--- config.mk ---
export PLATFORM = sky130hd
export DESIGN_NAME = nibble_rle_raster_decoder
export DESIGN_NICKNAME = d
export VERILOG_FILES = /design/src/rtl/core/nrrd_pkg.sv /design/src/rtl/core/nrrd_front.sv /design/src/rtl/core/nrrd_div.sv /design/src/rtl/core/nrrd_back.sv /design/src/rtl/core/nibble_rle_raster_decoder.sv
export SDC_FILE = /design/constraint.sdc
export NUM_CORES = 1
export LEC_CHECK = 0
export ABC_AREA = 1
export CORE_AREA = 2 2 279 212
export CTS_CLUSTER_SIZE = 14
export DETAILED_ROUTE_END_ITERATION = 10
export DIE_AREA = 0 0 281 214
export DONT_BUFFER_PORTS = 1
export GPL_TIMING_DRIVEN = 0
export PLACE_DENSITY = 0.81
export SLEW_MARGIN = 40
export SYNTH_ARGS = -nofsm -noshare
export SYNTH_HDL_FRONTEND = slang
export SYNTH_SLANG_ARGS = --single-unit
--- constraint.sdc ---
create_clock -name clk -period 7.28 [get_ports clk]
set_input_delay 1.456 -clock clk [delete_from_list [all_inputs] [get_ports clk]]
set_output_delay 1.456 -clock clk [all_outputs]
set_load 0.05 [all_outputs]
--- src/rtl/core/nrrd_pkg.sv ---
// Shared types and codes of the nibble run-length raster decoder.
package nrrd_pkg;

	// Result kinds
	localparam logic [2:0] KIND_RUN      = 3'd0;
	localparam logic [2:0] KIND_COMPLETE = 3'd1;
	localparam logic [2:0] KIND_SHORT    = 3'd2;
	localparam logic [2:0] KIND_TRUNC    = 3'd3;
	localparam logic [2:0] KIND_ZERO     = 3'd4;

	// Decode phases
	localparam logic [1:0] PH_RUN   = 2'd0;
	localparam logic [1:0] PH_LEN2  = 2'd1;
	localparam logic [1:0] PH_FULL  = 2'd2;
	localparam logic [1:0] PH_ERROR = 2'd3;

	// Configuration register indexes
	localparam logic REG_WIDTH  = 1'b0;
	localparam logic REG_HEIGHT = 1'b1;

	// Fixed field widths
	localparam int RUN_LEN_W = 12;
	localparam int NIB_W     = 4;
	localparam int BYTE_W    = 8;
	localparam int KIND_W    = 3;
	localparam int FLAG_W    = 3;

	// Nibble codes that take a two-byte length
	localparam logic [NIB_W-1:0] COLOR_BLACK = 4'h0;
	localparam logic [NIB_W-1:0] COLOR_WHITE = 4'hf;

	// Queue depth between front and back
	localparam int QUEUE_DEPTH = 2;

	// One queued request
	typedef struct packed {
		logic [BYTE_W-1:0] code_byte;
		logic              last;
		logic              is_long;
	} q_item_t;

	// Back-end sequencer states
	typedef enum logic [4:0] {
		ST_IDLE = 5'b00001,
		ST_DIVS = 5'b00010,
		ST_DIVE = 5'b00100,
		ST_RUN  = 5'b01000,
		ST_TAIL = 5'b10000
	} back_state_t;

endpackage

--- src/rtl/core/nrrd_front.sv ---
// Input front: accepts bytes, tags two-byte runs, and queues them for the back end.
module nrrd_front
	import nrrd_pkg::*;
(
	input  logic              clk,
	input  logic              arst_n,
	input  logic              in_valid,
	output logic              in_stall,
	input  logic [BYTE_W-1:0] code_byte,
	input  logic              stream_last,
	output q_item_t           item,
	output logic              item_valid,
	input  logic              item_pop
);

	localparam int PTR_W = $clog2(QUEUE_DEPTH);
	localparam int CNT_W = $clog2(QUEUE_DEPTH + 1);

	q_item_t          mem_q [QUEUE_DEPTH];
	logic [PTR_W-1:0] wr_ptr_q;
	logic [PTR_W-1:0] rd_ptr_q;
	logic [CNT_W-1:0] count_q;
	logic             push;
	logic             pop;
	q_item_t          new_item;

	// Classify the incoming byte
	always_comb begin
		new_item.code_byte = code_byte;
		new_item.last      = stream_last;
		new_item.is_long   = (code_byte[BYTE_W-1:NIB_W] == COLOR_BLACK) ||
		                     (code_byte[BYTE_W-1:NIB_W] == COLOR_WHITE);
	end

	assign in_stall   = (count_q == CNT_W'(QUEUE_DEPTH));
	assign push       = in_valid && !in_stall;
	assign item_valid = (count_q != '0);
	assign pop        = item_pop && item_valid;
	assign item       = mem_q[rd_ptr_q];

	// Store the request
	always_ff @(posedge clk) begin
		if (push) begin
			mem_q[wr_ptr_q] <= new_item;
		end
	end

	// Advance pointers and count
	always_ff @(posedge clk or negedge arst_n) begin
		if (!arst_n) begin
			wr_ptr_q <= '0;
			rd_ptr_q <= '0;
			count_q  <= '0;
		end else begin
			if (push) begin
				wr_ptr_q <= (wr_ptr_q == PTR_W'(QUEUE_DEPTH - 1)) ? '0 : wr_ptr_q + 1'b1;
			end
			if (pop) begin
				rd_ptr_q <= (rd_ptr_q == PTR_W'(QUEUE_DEPTH - 1)) ? '0 : rd_ptr_q + 1'b1;
			end
			case ({push, pop})
				2'b10:   count_q <= count_q + 1'b1;
				2'b01:   count_q <= count_q - 1'b1;
				default: count_q <= count_q;
			endcase
		end
	end

endmodule

--- src/rtl/core/nrrd_div.sv ---
// Restoring divider, one quotient bit per cycle.
module nrrd_div
	import nrrd_pkg::*;
#(
	parameter int DIVIDEND_W = 28,
	parameter int DIVISOR_W  = 14
) (
	input  logic                  clk,
	input  logic                  arst_n,
	input  logic                  go,
	input  logic [DIVIDEND_W-1:0] dividend,
	input  logic [DIVISOR_W-1:0]  divisor,
	output logic [DIVIDEND_W-1:0] quotient,
	output logic [DIVISOR_W-1:0]  remainder,
	output logic                  done
);

	localparam int CNT_W = $clog2(DIVIDEND_W + 1);

	logic [DIVIDEND_W-1:0] quo_q;
	logic [DIVISOR_W:0]    rem_q;
	logic [DIVISOR_W-1:0]  dvs_q;
	logic [CNT_W-1:0]      cnt_q;
	logic                  busy_q;
	logic                  done_q;
	logic [DIVISOR_W:0]    shifted;
	logic [DIVISOR_W+1:0]  trial;

	// One restoring step
	always_comb begin
		shifted = {rem_q[DIVISOR_W-1:0], quo_q[DIVIDEND_W-1]};
		trial   = {1'b0, shifted} - {2'b00, dvs_q};
	end

	always_ff @(posedge clk) begin
		if (go) begin
			quo_q <= dividend;
			rem_q <= '0;
			dvs_q <= divisor;
		end else if (busy_q) begin
			if (trial[DIVISOR_W+1]) begin
				rem_q <= shifted;
				quo_q <= {quo_q[DIVIDEND_W-2:0], 1'b0};
			end else begin
				rem_q <= trial[DIVISOR_W:0];
				quo_q <= {quo_q[DIVIDEND_W-2:0], 1'b1};
			end
		end
	end

	// Count the steps
	always_ff @(posedge clk or negedge arst_n) begin
		if (!arst_n) begin
			cnt_q  <= '0;
			busy_q <= 1'b0;
			done_q <= 1'b0;
		end else begin
			done_q <= busy_q && (cnt_q == CNT_W'(1));
			if (go) begin
				cnt_q  <= CNT_W'(DIVIDEND_W);
				busy_q <= 1'b1;
			end else if (busy_q) begin
				cnt_q  <= cnt_q - 1'b1;
				busy_q <= (cnt_q != CNT_W'(1));
			end
		end
	end

	assign quotient  = quo_q;
	assign remainder = rem_q[DIVISOR_W-1:0];
	assign done      = done_q;

endmodule

--- src/rtl/core/nrrd_back.sv ---
// Back end: decodes queued bytes, tracks the box and emits results.
module nrrd_back
	import nrrd_pkg::*;
#(
	parameter int COORD_BITS      = 14,
	parameter int BYTE_COUNT_BITS = 29
) (
	input  logic                         clk,
	input  logic                         arst_n,
	input  q_item_t                      item,
	input  logic                         item_valid,
	output logic                         item_pop,
	input  logic [COORD_BITS-1:0]        width,
	input  logic [2*COORD_BITS-1:0]      expected,
	output logic                         out_valid,
	input  logic                         out_stall,
	output logic [KIND_W-1:0]            result_kind,
	output logic [NIB_W-1:0]             run_color,
	output logic [2*COORD_BITS-1:0]      run_start,
	output logic [RUN_LEN_W-1:0]         run_length,
	output logic [COORD_BITS-1:0]        box_min_x,
	output logic [COORD_BITS-1:0]        box_min_y,
	output logic [COORD_BITS-1:0]        box_max_x,
	output logic [COORD_BITS-1:0]        box_max_y,
	output logic                         box_present,
	output logic [BYTE_COUNT_BITS-1:0]   bytes_used,
	output logic [FLAG_W-1:0]            note_flags,
	output logic                         frame_end
);

	localparam int PIX_W = 2 * COORD_BITS;
	localparam int CW    = COORD_BITS;

	back_state_t state_q;

	// Frame state
	logic [1:0]                 phase_q;
	logic [BYTE_W-1:0]          held_q;
	logic [PIX_W-1:0]           pd_q;
	logic [CW-1:0]              min_x_q, min_y_q, max_x_q, max_y_q;
	logic                       box_valid_q;
	logic [BYTE_COUNT_BITS-1:0] tally_q;
	logic [FLAG_W-1:0]          flags_q;

	// Pending work of the current request
	logic [NIB_W-1:0]     color_q;
	logic [PIX_W-1:0]     start_q;
	logic [RUN_LEN_W-1:0] len_q;
	logic [KIND_W-1:0]    tail_kind_q;
	logic                 tail_valid_q;
	logic                 clear_q;
	logic [PIX_W-1:0]     qs_q;
	logic [CW-1:0]        rs_q;
	logic                 div_go_q;

	// Output register
	logic                       out_valid_q;
	logic [KIND_W-1:0]          kind_o_q;
	logic [NIB_W-1:0]           color_o_q;
	logic [PIX_W-1:0]           start_o_q;
	logic [RUN_LEN_W-1:0]       len_o_q;
	logic [CW-1:0]              min_x_o_q, min_y_o_q, max_x_o_q, max_y_o_q;
	logic                       box_o_q;
	logic [BYTE_COUNT_BITS-1:0] tally_o_q;
	logic [FLAG_W-1:0]          flags_o_q;
	logic                       fend_o_q;

	// Decode terms
	logic [RUN_LEN_W-1:0] raw_len;
	logic [NIB_W-1:0]     dec_color;
	logic [PIX_W-1:0]     remain;
	logic                 clamp;
	logic [RUN_LEN_W-1:0] len_c;
	logic [PIX_W-1:0]     pd_new;
	logic [PIX_W-1:0]     end_pix;
	logic                 out_free;
	logic                 load_run;
	logic                 load_tail;
	logic                 clear_now;
	logic [PIX_W-1:0]     div_quo;
	logic [CW-1:0]        div_rem;
	logic                 div_done;
	logic [CW-1:0]        x0, x1, y0, y1;

	// Decode the current byte
	always_comb begin
		if (phase_q == PH_LEN2) begin
			raw_len   = {held_q[NIB_W-1:0], item.code_byte};
			dec_color = held_q[BYTE_W-1:NIB_W];
		end else begin
			raw_len   = {{(RUN_LEN_W-NIB_W){1'b0}}, item.code_byte[NIB_W-1:0]};
			dec_color = item.code_byte[BYTE_W-1:NIB_W];
		end
		remain  = (expected > pd_q) ? expected - pd_q : '0;
		clamp   = {{(PIX_W-RUN_LEN_W){1'b0}}, raw_len} > remain;
		len_c   = clamp ? remain[RUN_LEN_W-1:0] : raw_len;
		pd_new  = pd_q + {{(PIX_W-RUN_LEN_W){1'b0}}, len_c};
		end_pix = start_q + {{(PIX_W-RUN_LEN_W){1'b0}}, len_q} - 1'b1;
	end

	assign item_pop  = (state_q == ST_IDLE) && item_valid;
	assign out_free  = !out_valid_q || !out_stall;
	assign load_run  = (state_q == ST_RUN) && out_free;
	assign load_tail = (state_q == ST_TAIL) && out_free;
	assign clear_now = (item_pop && (phase_q == PH_ERROR) && item.last) ||
	                   (load_tail && clear_q);

	nrrd_div #(
		.DIVIDEND_W (PIX_W),
		.DIVISOR_W  (CW)
	) u_div (
		.clk       (clk),
		.arst_n    (arst_n),
		.go        (div_go_q),
		.dividend  ((state_q == ST_DIVE) ? end_pix : start_q),
		.divisor   (width),
		.quotient  (div_quo),
		.remainder (div_rem),
		.done      (div_done)
	);

	// Box extent of the run just divided
	always_comb begin
		y0 = qs_q[CW-1:0];
		y1 = div_quo[CW-1:0];
		if (qs_q == div_quo) begin
			x0 = rs_q;
			x1 = div_rem;
		end else begin
			x0 = '0;
			x1 = width - 1'b1;
		end
	end

	// Payload of the run plan and division results
	always_ff @(posedge clk) begin
		if (item_pop) begin
			color_q <= dec_color;
			start_q <= pd_q;
			len_q   <= len_c;
		end
		if (state_q == ST_DIVS && div_done) begin
			qs_q <= div_quo;
			rs_q <= div_rem;
		end
	end

	// Output payload
	always_ff @(posedge clk) begin
		if (load_run || load_tail) begin
			kind_o_q  <= load_run ? KIND_RUN : tail_kind_q;
			color_o_q <= load_run ? color_q : '0;
			start_o_q <= load_run ? start_q : '0;
			len_o_q   <= load_run ? len_q : '0;
			fend_o_q  <= load_tail;
			min_x_o_q <= min_x_q;
			min_y_o_q <= min_y_q;
			max_x_o_q <= max_x_q;
			max_y_o_q <= max_y_q;
			box_o_q   <= box_valid_q;
			tally_o_q <= tally_q;
			flags_o_q <= flags_q;
		end
	end

	// Sequencer and frame state
	always_ff @(posedge clk or negedge arst_n) begin
		if (!arst_n) begin
			state_q      <= ST_IDLE;
			phase_q      <= PH_RUN;
			held_q       <= '0;
			pd_q         <= '0;
			min_x_q      <= '0;
			min_y_q      <= '0;
			max_x_q      <= '0;
			max_y_q      <= '0;
			box_valid_q  <= 1'b0;
			tally_q      <= '0;
			flags_q      <= '0;
			tail_kind_q  <= KIND_COMPLETE;
			tail_valid_q <= 1'b0;
			clear_q      <= 1'b0;
			div_go_q     <= 1'b0;
			out_valid_q  <= 1'b0;
		end else begin
			div_go_q    <= 1'b0;
			out_valid_q <= (load_run || load_tail) ? 1'b1 : (out_valid_q && out_stall);
			unique case (state_q)
				ST_IDLE: begin
					if (item_pop) begin
						tail_valid_q <= 1'b0;
						clear_q      <= 1'b0;
						if (phase_q == PH_ERROR) begin
							// drop the byte silently
							phase_q <= PH_ERROR;
						end else if (phase_q == PH_FULL ||
						             (phase_q == PH_RUN && pd_q >= expected)) begin
							// trailing byte after a full raster
							phase_q <= PH_FULL;
							flags_q <= flags_q | 3'b010;
							if (item.last) begin
								tail_kind_q <= KIND_COMPLETE;
								clear_q     <= 1'b1;
								state_q     <= ST_TAIL;
							end
						end else begin
							if (!(&tally_q)) begin
								tally_q <= tally_q + 1'b1;
							end
							if (phase_q == PH_RUN && item.is_long) begin
								if (item.last) begin
									tail_kind_q <= KIND_TRUNC;
									clear_q     <= 1'b1;
									state_q     <= ST_TAIL;
								end else begin
									held_q  <= item.code_byte;
									phase_q <= PH_LEN2;
								end
							end else if (raw_len == '0) begin
								flags_q     <= flags_q | {phase_q == PH_RUN, 2'b00};
								tail_kind_q <= KIND_ZERO;
								clear_q     <= item.last;
								phase_q     <= PH_ERROR;
								state_q     <= ST_TAIL;
							end else begin
								flags_q <= flags_q | {phase_q == PH_RUN, 1'b0, clamp};
								pd_q    <= pd_new;
								if (pd_new >= expected) begin
									phase_q      <= PH_FULL;
									tail_kind_q  <= KIND_COMPLETE;
								end else begin
									phase_q      <= PH_RUN;
									tail_kind_q  <= KIND_SHORT;
								end
								tail_valid_q <= item.last;
								clear_q      <= item.last;
								if (dec_color != '0 && len_c != '0) begin
									div_go_q <= 1'b1;
									state_q  <= ST_DIVS;
								end else begin
									state_q  <= ST_RUN;
								end
							end
						end
					end
				end
				ST_DIVS: begin
					if (div_done) begin
						div_go_q <= 1'b1;
						state_q  <= ST_DIVE;
					end
				end
				ST_DIVE: begin
					if (div_done) begin
						// merge the run into the box
						if (!box_valid_q) begin
							min_x_q     <= x0;
							max_x_q     <= x1;
							min_y_q     <= y0;
							max_y_q     <= y1;
							box_valid_q <= 1'b1;
						end else begin
							if (x0 < min_x_q) min_x_q <= x0;
							if (y0 < min_y_q) min_y_q <= y0;
							if (x1 > max_x_q) max_x_q <= x1;
							if (y1 > max_y_q) max_y_q <= y1;
						end
						state_q <= ST_RUN;
					end
				end
				ST_RUN: begin
					if (load_run) begin
						state_q <= tail_valid_q ? ST_TAIL : ST_IDLE;
					end
				end
				ST_TAIL: begin
					if (load_tail) begin
						state_q <= ST_IDLE;
					end
				end
				default: state_q <= ST_IDLE;
			endcase
			// return the frame state to zero at frame end
			if (clear_now) begin
				phase_q     <= PH_RUN;
				held_q      <= '0;
				pd_q        <= '0;
				min_x_q     <= '0;
				min_y_q     <= '0;
				max_x_q     <= '0;
				max_y_q     <= '0;
				box_valid_q <= 1'b0;
				tally_q     <= '0;
				flags_q     <= '0;
			end
		end
	end

	assign out_valid   = out_valid_q;
	assign result_kind = kind_o_q;
	assign run_color   = color_o_q;
	assign run_start   = start_o_q;
	assign run_length  = len_o_q;
	assign box_min_x   = min_x_o_q;
	assign box_min_y   = min_y_o_q;
	assign box_max_x   = max_x_o_q;
	assign box_max_y   = max_y_o_q;
	assign box_present = box_o_q;
	assign bytes_used  = tally_o_q;
	assign note_flags  = flags_o_q;
	assign frame_end   = fend_o_q;

endmodule

--- src/rtl/core/nibble_rle_raster_decoder.sv ---
// Top level of the nibble run-length raster decoder.
//
//  channel | direction | handshake          | payload
//  input   | in        | in_valid/in_stall  | code_byte, stream_last
//  result  | out       | out_valid/out_stall| result_kind .. frame_end
//  config  | in        | cfg_we             | cfg_index, cfg_data
//
// A byte that yields no result is only taken in. One that yields only a final
// result sends it straight to the output register, and so does a run of color 0
// or one clamped to nothing. A run of nonzero color first passes through the
// bit-serial divider that finds the run's start and end rows and columns.
// A final result follows its run; each result waits while out_stall holds it.
// A two-entry queue keeps taking bytes, until it is full, while the back end works
// or while a result waits under out_stall. Reset clears all control and frame state.
module nibble_rle_raster_decoder
	import nrrd_pkg::*;
#(
	parameter int COORD_BITS      = 14,
	parameter int BYTE_COUNT_BITS = 29
) (
	input  logic                         clk,
	input  logic                         arst_n,
	input  logic                         cfg_we,
	input  logic                         cfg_index,
	input  logic [COORD_BITS-1:0]        cfg_data,
	input  logic                         in_valid,
	output logic                         in_stall,
	input  logic [BYTE_W-1:0]            code_byte,
	input  logic                         stream_last,
	output logic                         out_valid,
	input  logic                         out_stall,
	output logic [KIND_W-1:0]            result_kind,
	output logic [NIB_W-1:0]             run_color,
	output logic [2*COORD_BITS-1:0]      run_start,
	output logic [RUN_LEN_W-1:0]         run_length,
	output logic [COORD_BITS-1:0]        box_min_x,
	output logic [COORD_BITS-1:0]        box_min_y,
	output logic [COORD_BITS-1:0]        box_max_x,
	output logic [COORD_BITS-1:0]        box_max_y,
	output logic                         box_present,
	output logic [BYTE_COUNT_BITS-1:0]   bytes_used,
	output logic [FLAG_W-1:0]            note_flags,
	output logic                         frame_end
);

	localparam int PIX_W = 2 * COORD_BITS;

	logic [COORD_BITS-1:0] width_q;
	logic [COORD_BITS-1:0] height_q;
	logic [PIX_W-1:0]      expected_q;
	q_item_t               item;
	logic                  item_valid;
	logic                  item_pop;

	// Hold the raster size
	always_ff @(posedge clk or negedge arst_n) begin
		if (!arst_n) begin
			width_q    <= COORD_BITS'(1);
			height_q   <= COORD_BITS'(1);
			expected_q <= PIX_W'(1);
		end else begin
			if (cfg_we && cfg_index == REG_WIDTH) width_q <= cfg_data;
			if (cfg_we && cfg_index == REG_HEIGHT) height_q <= cfg_data;
			expected_q <= {{COORD_BITS{1'b0}}, width_q} * {{COORD_BITS{1'b0}}, height_q};
		end
	end

	nrrd_front u_front (
		.clk         (clk),
		.arst_n      (arst_n),
		.in_valid    (in_valid),
		.in_stall    (in_stall),
		.code_byte   (code_byte),
		.stream_last (stream_last),
		.item        (item),
		.item_valid  (item_valid),
		.item_pop    (item_pop)
	);

	nrrd_back #(
		.COORD_BITS      (COORD_BITS),
		.BYTE_COUNT_BITS (BYTE_COUNT_BITS)
	) u_back (
		.clk         (clk),
		.arst_n      (arst_n),
		.item        (item),
		.item_valid  (item_valid),
		.item_pop    (item_pop),
		.width       (width_q),
		.expected    (expected_q),
		.out_valid   (out_valid),
		.out_stall   (out_stall),
		.result_kind (result_kind),
		.run_color   (run_color),
		.run_start   (run_start),
		.run_length  (run_length),
		.box_min_x   (box_min_x),
		.box_min_y   (box_min_y),
		.box_max_x   (box_max_x),
		.box_max_y   (box_max_y),
		.box_present (box_present),
		.bytes_used  (bytes_used),
		.note_flags  (note_flags),
		.frame_end   (frame_end)
	);

	// A run never ends the frame
	a_run_not_end: assert property (@(posedge clk) disable iff (!arst_n)
		out_valid && result_kind == KIND_RUN |-> !frame_end)
		else $error("run result marked as frame end");

	// An empty box reads as zero
	a_box_zero: assert property (@(posedge clk) disable iff (!arst_n)
		out_valid && !box_present |->
		box_min_x == '0 && box_min_y == '0 && box_max_x == '0 && box_max_y == '0)
		else $error("box fields set without a box");

	// A zero-length run result comes only from clamping
	a_len_clamped: assert property (@(posedge clk) disable iff (!arst_n)
		out_valid && result_kind == KIND_RUN |-> run_length != '0 || note_flags[0])
		else $error("empty run without clamp flag");

endmodule
After elaboration in Yosys (flattened, before gate mapping)
Memory sizes are Yosys's and may differ from the RTL's.
Index checks and enable logic that the tools add are counted.
{ "op_classes": {"n_addsub": 12, "n_mul": 1, "magnitude_cmp": 8, "eq_ne": 35, "n_mux": 115, "bitwise": 4, "n_reduce_logical": 52} }
{ "ops": {"columns": ["op", "count"], "rows": [
  ["14-bit two-way mux", 23],
  ["28-bit two-way mux", 11],
  ["29-bit two-way mux", 6],
  ["5-bit two-way mux", 13],
  ["28-bit by 12-bit adder with 28-bit output", 2],
  ["28-bit >= comparator", 2],
  ["8-bit two-way mux", 7],
  ["3-bit two-way mux", 12],
  ["29-bit by 1-bit adder with 29-bit output, second input constant", 1],
  ["29-bit AND reduction", 1],
  ["28-bit equality test", 1],
  ["12-bit by 28-bit greater-than comparator with 1-bit output", 1],
  ["14-bit greater-than comparator", 2],
  ["28-bit greater-than comparator", 1],
  ["14-bit < comparator", 2],
  ["14-bit by 14-bit multiplier with 28-bit output", 1],
  ["28-bit by 1-bit subtractor with 28-bit output, second input constant", 1],
  ["28-bit subtractor", 1],
  ["1-bit two-way mux", 26],
  ["5-bit one-hot mux with 5 select lines", 1],
  ["12-bit two-way mux", 2],
  ["2-bit two-way mux", 10],
  ["2-bit by 1-bit != test with 1-bit output, second input constant", 10],
  ["6-bit AND reduction", 3],
  ["other kinds (37)", 87]
]} }
{ "word_totals": {"ff_bits": 485, "ramBits": 20, "inputBits": 29, "out_inout_bits": 139, "wordCells": 274, "memories": 1} }
{ "mem_list": {"columns": ["memory", "depth", "word_bits", "read_ports", "rd_clocked_by_memory_dff", "write_ports", "line", "source"], "rows": [
  ["u_front.mem_q", 2, 10, 1, 0, 1, "nrrd_front.sv:19", "q_item_t mem_q [QUEUE_DEPTH];"]
]} }

Depth between registers and ports, before layout
{ "logic_depth": {"word_depth": 14, "mapped_depth": 57, "depth_no_buf": 55} }

Cells and area by module
A second synthesis with hierarchy kept.
{ "hier_totals": {"hier_cells": 4266, "area_unflattened_um2": 35202.5} }
{ "by_module_without_submodules": {"columns": ["mod", "instances", "cells_each", "area_per_inst_um2", "seq_area_each_um2"], "rows": [
  ["nrrd_back", 1, 2536, 21610.7, 10177.3],
  ["nibble_rle_raster_decoder", 1, 1185, 9009.9, 1405.1],
  ["nrrd_div", 1, 456, 3593.4, 1716.6],
  ["nrrd_front", 1, 89, 988.4, 700.7]
]} }

Worst setup path before layout
OpenSTA, ideal clock, no wires.
{ "synth_path": {"kind": "register to register", "from": "register expected_q[0]", "to": "register u_back.phase_q[1]", "setup_time_ps": 130, "arrival_time_ps": 6803, "t_required_ps": 7150, "setup_slack_ps": 348, "path_stages_with_launch": 51, "n_path_buf": 2, "period_less_slack_ps": 6932, "cell_sequence": "dfstp_2 -> inv_1 -> ha_1 -> inv_1 -> fa_1 -> nand2_1 -> nand3_1 -> nand3_1 -> nand2_2 -> nand2_2 -> nand2_2 -> nand2_1 -> nand2_1 -> nand2_2 -> buf_6 -> a21oi_1 -> inv_1 -> ha_1 -> (+15 left out) -> o21bai_1 -> a21oi_1 -> nor2_1 -> inv_1 -> nor2_1 -> xor2_1 -> inv_1 -> ha_1 -> a21oi_1 -> o21ai_0 -> a21oi_1 -> nor3_1 -> a211oi_1 -> nand3_1 -> o21ai_0 -> nand2_1 -> nor2_1 -> o22ai_1"} }
{ "synth_via": {"elab_chain_cells": 14} }
{ "synth_lines": {"columns": ["item", "line", "source"], "rows": [
  ["start, declared", "nibble_rle_raster_decoder.sv:50", "logic [PIX_W-1:0] expected_q;"],
  ["start signal, assigned", "nibble_rle_raster_decoder.sv:64", "expected_q <= {{COORD_BITS{1'b0}}, width_q} * {{COORD_BITS{1'b0}}, height_q};"],
  ["28-bit subtractor or 28-bit greater-than comparator (tied branches)", "nrrd_back.sv:94", "remain = (expected > pd_q) ? expected - pd_q : '0;"],
  ["28-bit two-way mux *", "nrrd_back.sv:94", null],
  ["12-bit by 28-bit greater-than comparator with 1-bit output", "nrrd_back.sv:95", "clamp = {{(PIX_W-RUN_LEN_W){1'b0}}, raw_len} > remain;"],
  ["12-bit two-way mux *", "nrrd_back.sv:96", "len_c = clamp ? remain[RUN_LEN_W-1:0] : raw_len;"],
  ["via u_back.len_c[2]", "nrrd_back.sv:73", "logic [RUN_LEN_W-1:0] len_c;"],
  ["28-bit by 12-bit adder with 28-bit output *", "nrrd_back.sv:97", "pd_new = pd_q + {{(PIX_W-RUN_LEN_W){1'b0}}, len_c};"],
  ["28-bit >= comparator *", "nrrd_back.sv:228", "if (pd_new >= expected) begin"],
  ["2-bit two-way mux *", "nrrd_back.sv:228", null],
  ["2-bit two-way mux *", "nrrd_back.sv:219", "end else if (raw_len == '0) begin"],
  ["2-bit two-way mux *", "nrrd_back.sv:210", "if (phase_q == PH_RUN && item.is_long) begin"],
  ["2-bit two-way mux *", "nrrd_back.sv:196", "end else if (phase_q == PH_FULL ||"],
  ["2-bit two-way mux *", "nrrd_back.sv:193", "if (phase_q == PH_ERROR) begin"],
  ["2-bit two-way mux *", "nrrd_back.sv:190", "if (item_pop) begin"],
  ["2-bit two-way mux *", "nrrd_back.sv:188", "unique case (state_q)"],
  ["2-bit two-way mux *", "nrrd_back.sv:284", "if (clear_now) begin"],
  ["end signal, assigned", "nrrd_back.sv:195", "phase_q <= PH_ERROR;"],
  ["end signal, assigned", "nrrd_back.sv:199", "phase_q <= PH_FULL;"],
  ["end signal, assigned", "nrrd_back.sv:285", "phase_q <= PH_RUN;"],
  ["end, declared", "nrrd_back.sv:37", "logic [1:0] phase_q;"]
]} }
Mark *: on every way through the listed nets, which the timed path passes. The rest lies on a longest branch. The select of a mux whose other input is x is not followed.
A chain may end at the register's enable or synchronous reset.

Worst setup path after layout
{ "layout_path": {"from": "register u_back.pd_q[26]", "to": "register u_back.phase_q[1]"} }
{ "layout_via": {"elab_chain_cells": 14} }
{ "layout_lines": {"columns": ["item", "line", "source"], "rows": [
  ["start, declared", "nrrd_back.sv:39", "logic [PIX_W-1:0] pd_q;"],
  ["start signal, assigned", "nrrd_back.sv:227", "pd_q <= pd_new;"],
  ["28-bit subtractor or 28-bit greater-than comparator (tied branches)", "nrrd_back.sv:94", null],
  ["28-bit two-way mux *", "nrrd_back.sv:94", null],
  ["12-bit by 28-bit greater-than comparator with 1-bit output", "nrrd_back.sv:95", null],
  ["12-bit two-way mux *", "nrrd_back.sv:96", null],
  ["via u_back.len_c[2]", "nrrd_back.sv:73", null],
  ["28-bit by 12-bit adder with 28-bit output *", "nrrd_back.sv:97", null],
  ["28-bit >= comparator *", "nrrd_back.sv:228", null],
  ["2-bit two-way mux *", "nrrd_back.sv:228", null],
  ["2-bit two-way mux *", "nrrd_back.sv:219", null],
  ["2-bit two-way mux *", "nrrd_back.sv:210", null],
  ["2-bit two-way mux *", "nrrd_back.sv:196", null],
  ["2-bit two-way mux *", "nrrd_back.sv:193", null],
  ["2-bit two-way mux *", "nrrd_back.sv:190", null],
  ["2-bit two-way mux *", "nrrd_back.sv:188", null],
  ["2-bit two-way mux *", "nrrd_back.sv:284", null]
]} }
Marked as above.

==> reports/qor.csv <==
metric;value;unit
r2r-start;u_back.pd_q[26];
antenna_found_initial;0;
r2r_slack;-0.05;ns
hold_slack;0.4369;ns
die-area;0.06013;mm^2
wl;84.79;mm
clock_latency;0.61;ns
final_cell_mix;nand2_1, inv_1, edfxtp_1;
power;17.22;mW
gp_congestion;0.9493;
final_area;0.03725;mm^2
root_buffer;clkbuf_16;
slew_viol_final;0;
cpPeakStageDelay;0.43;ns
die_h;214;um
core_area;0.05715;mm^2
setup.worst_path.end;u_back.phase_q[1];
synth_cell_types;65;
fin_crit_sh;1.007;
avgSynthCellArea;8.772;um^2
initial_core_util;0.5871;
clk_pin_slew;0.07;ns
area_growth;11.03;%
drc;0;
cp-start-kind;register;
async_flop_share;0.4079;
synth_ff_type;edfxtp_1;
hpwl;63.47;mm
hold_buffers;0;
worstPathMaxFanout;10;
fin_ws;-0.05426;ns
cp-startpoint;u_back.pd_q[26];
cts_buffers;50;
ys_warn_count;0;
ant_nets;0;
fin_crit;7.334;ns
layout-drive-gt1-share;0.08470;
grt_pass1_vias;25470;
routed_via_density;5.628;
layout_commonest_cell;nand2_1;
clock-sinks;505;
slew_headroom;0.4034;
worst_pin_slew;0.8915;ns
drtIter0Drc;2731;
finalHoldViolCount;0;
grtUsageTotal;0.2819;
dpl.cell_count;4611;
synth_area;0.03355;mm^2
ys_ff_latch;505;
r2r_cells;47;
synth-edff-count;285;
fmax;0.1363;GHz
setup_viol;1;
die_w;281;um
post_dp_cell_area;0.03467;mm^2
yosysSeqAreaShare;0.4172;
powerDensity;462.3;mW/mm^2
rsz0062_at_grt;true;
drtPass1Iterations;6;
fin_nets;4371;
required;7.77;ns
wire_per_inst;17.91;um
final_core_util;0.6519;
crit_type;reg2reg;
hp-start;u_back.pd_q[27];
hold_class;reg2reg;
r2r_end;u_back.phase_q[1];
cts_max_level;2;
violations;negative setup slack;
grt_max_degree;207;
p_leak;18.32;nW
crit_slowest_cell;dfrtp_1;
rows;76;
antennaDiodeCount;0;
clock_skew;0.01883;ns
endpoint_kind;register;
overflow;0;
ir_drop;0.0004276;V
maxCapViolCount;0;
syn-num-nets;4283;
io-pin-count;168;
fin_cells;4735;
status;complete, but fails checks;
vias;26650;
cts_tree;built;
synth_cells;3825;
portBuffers;0;
ctsLongestPathBuffers;3;
cp.arrival;7.82;ns
grt_pass1_wl;134.6;mm
## through the flow
| stage | setup slack, ns | TNS, ns |
|---|---|---|
| floorplan | 0.3477 | 0 |
| global route | -0.3293 | -0.7916 |
| detailed placement | -1.216 | -3.301 |
| CTS | 0.004142 | 0 |
| global placement | -1.208 | -43.56 |
| finish | -0.05426 | -0.05426 |
## repair_timing
item | in CTS | in global routing
setup buffers | 21 | 18
pin swaps | 21 | 33
gates resized for setup | 67 | 92
setup endpoints to repair | 3 | 7
cloned | 0 | 0
## sequential cells by signal, indices dropped and copies added (netlist names), 20 cells and up
signal	flops
u_back.run_start	28
u_back.pd_q	28
expected_q	28
u_back.qs_q	28
u_back.tally_q	29
u_back.bytes_used	29
u_back.start_q	28
u_front.mem_q	20
u_back.u_div.quotient	28
## cells in the mapped netlist, drive strengths merged, types with 9 or more instances
cell,number,area [um^2]
edfxtp,285,8558
buf,24,127.6
o22ai,49,306.5
dfrtp,201,5030
nand3,101,528.0
o21bai,9,67.56
xor2,71,621.9
nand4,56,350.3
o21a,9,67.56
o211ai,10,75.07
dfxtp,14,280.3
inv,808,3033
xnor2,44,385.4
a21oi,177,893.4
fa,145,2903
nor2,211,862.1
nor3,43,225.2
clkbuf,69,259.0
or2,20,125.1
a31oi,11,83.83
nor4,21,146.4
nand2,865,3272
ha,284,3553
o21ai,222,1119
## cell families after synthesis
logic type,Yosys count,share of synthesized area
muxes,4,0.001193
AOI/OAI and AO/OA,530,0.08830
and+or+nand+nor,1338,0.1686
adders and majority gates,429,0.1924
xor gates and xnor gates,115,0.03002
DFF,505,0.4172
buffers and inverters,904,0.1023
## per-layer routing
metal | GRT usage | vias up | wire, um
met5 | 0 | - | 0
met4 | 0.1007 | 0 | 3205
met3 | 0.06021 | 225 | 8347
met2 | 0.4236 | 1298 | 37450
met1 | 0.4048 | 12700 | 35800
li1 | - | 12430 | -
## worst max-delay path: cells and delay by family (launching register included)
family,cells,cell delay [ns]
buffers and inverters,8,0.94
adders and majority gates,4,1.13
xor gates and xnor gates,1,0.19
AOI/OAI and AO/OA,15,2.05
DFF,1,0.43
and+or+nand+nor,19,2.45
## worst min path at each step
stage	to	cells past startpoint
finish	u_back.start_q[27]	0
global route	u_back.start_q[27]	0
CTS	u_back.start_q[27]	0
detailed placement	u_back.u_div.dvs_q[3]	0
global placement	u_back.box_min_y[3]	0
floorplan	u_back.u_div.dvs_q[10]	0
## final cells by class
| type | instances | area (um^2) |
|---|---|---|
| fillers | 4356 | 19900 |
| multi-input cells | 2416 | 16740 |
| inverters | 811 | 3057 |
| repair buffers | 45 | 410.4 |
| clock inverters | 33 | 391.6 |
| flip-flops and latches | 505 | 14010 |
| clock buffers | 61 | 1303 |
| plain buffers | 84 | 361.6 |
| well taps | 780 | 975.9 |
## report_power, final
part           total [mW]  switching, mW  internal (mW)
combinational        9.61           6.00           3.61
sequential           4.92          0.964           3.96
clock                2.69           1.16           1.54
total                17.2           8.12           9.11
No activity file was read; power rests on OpenSTA's default activity.
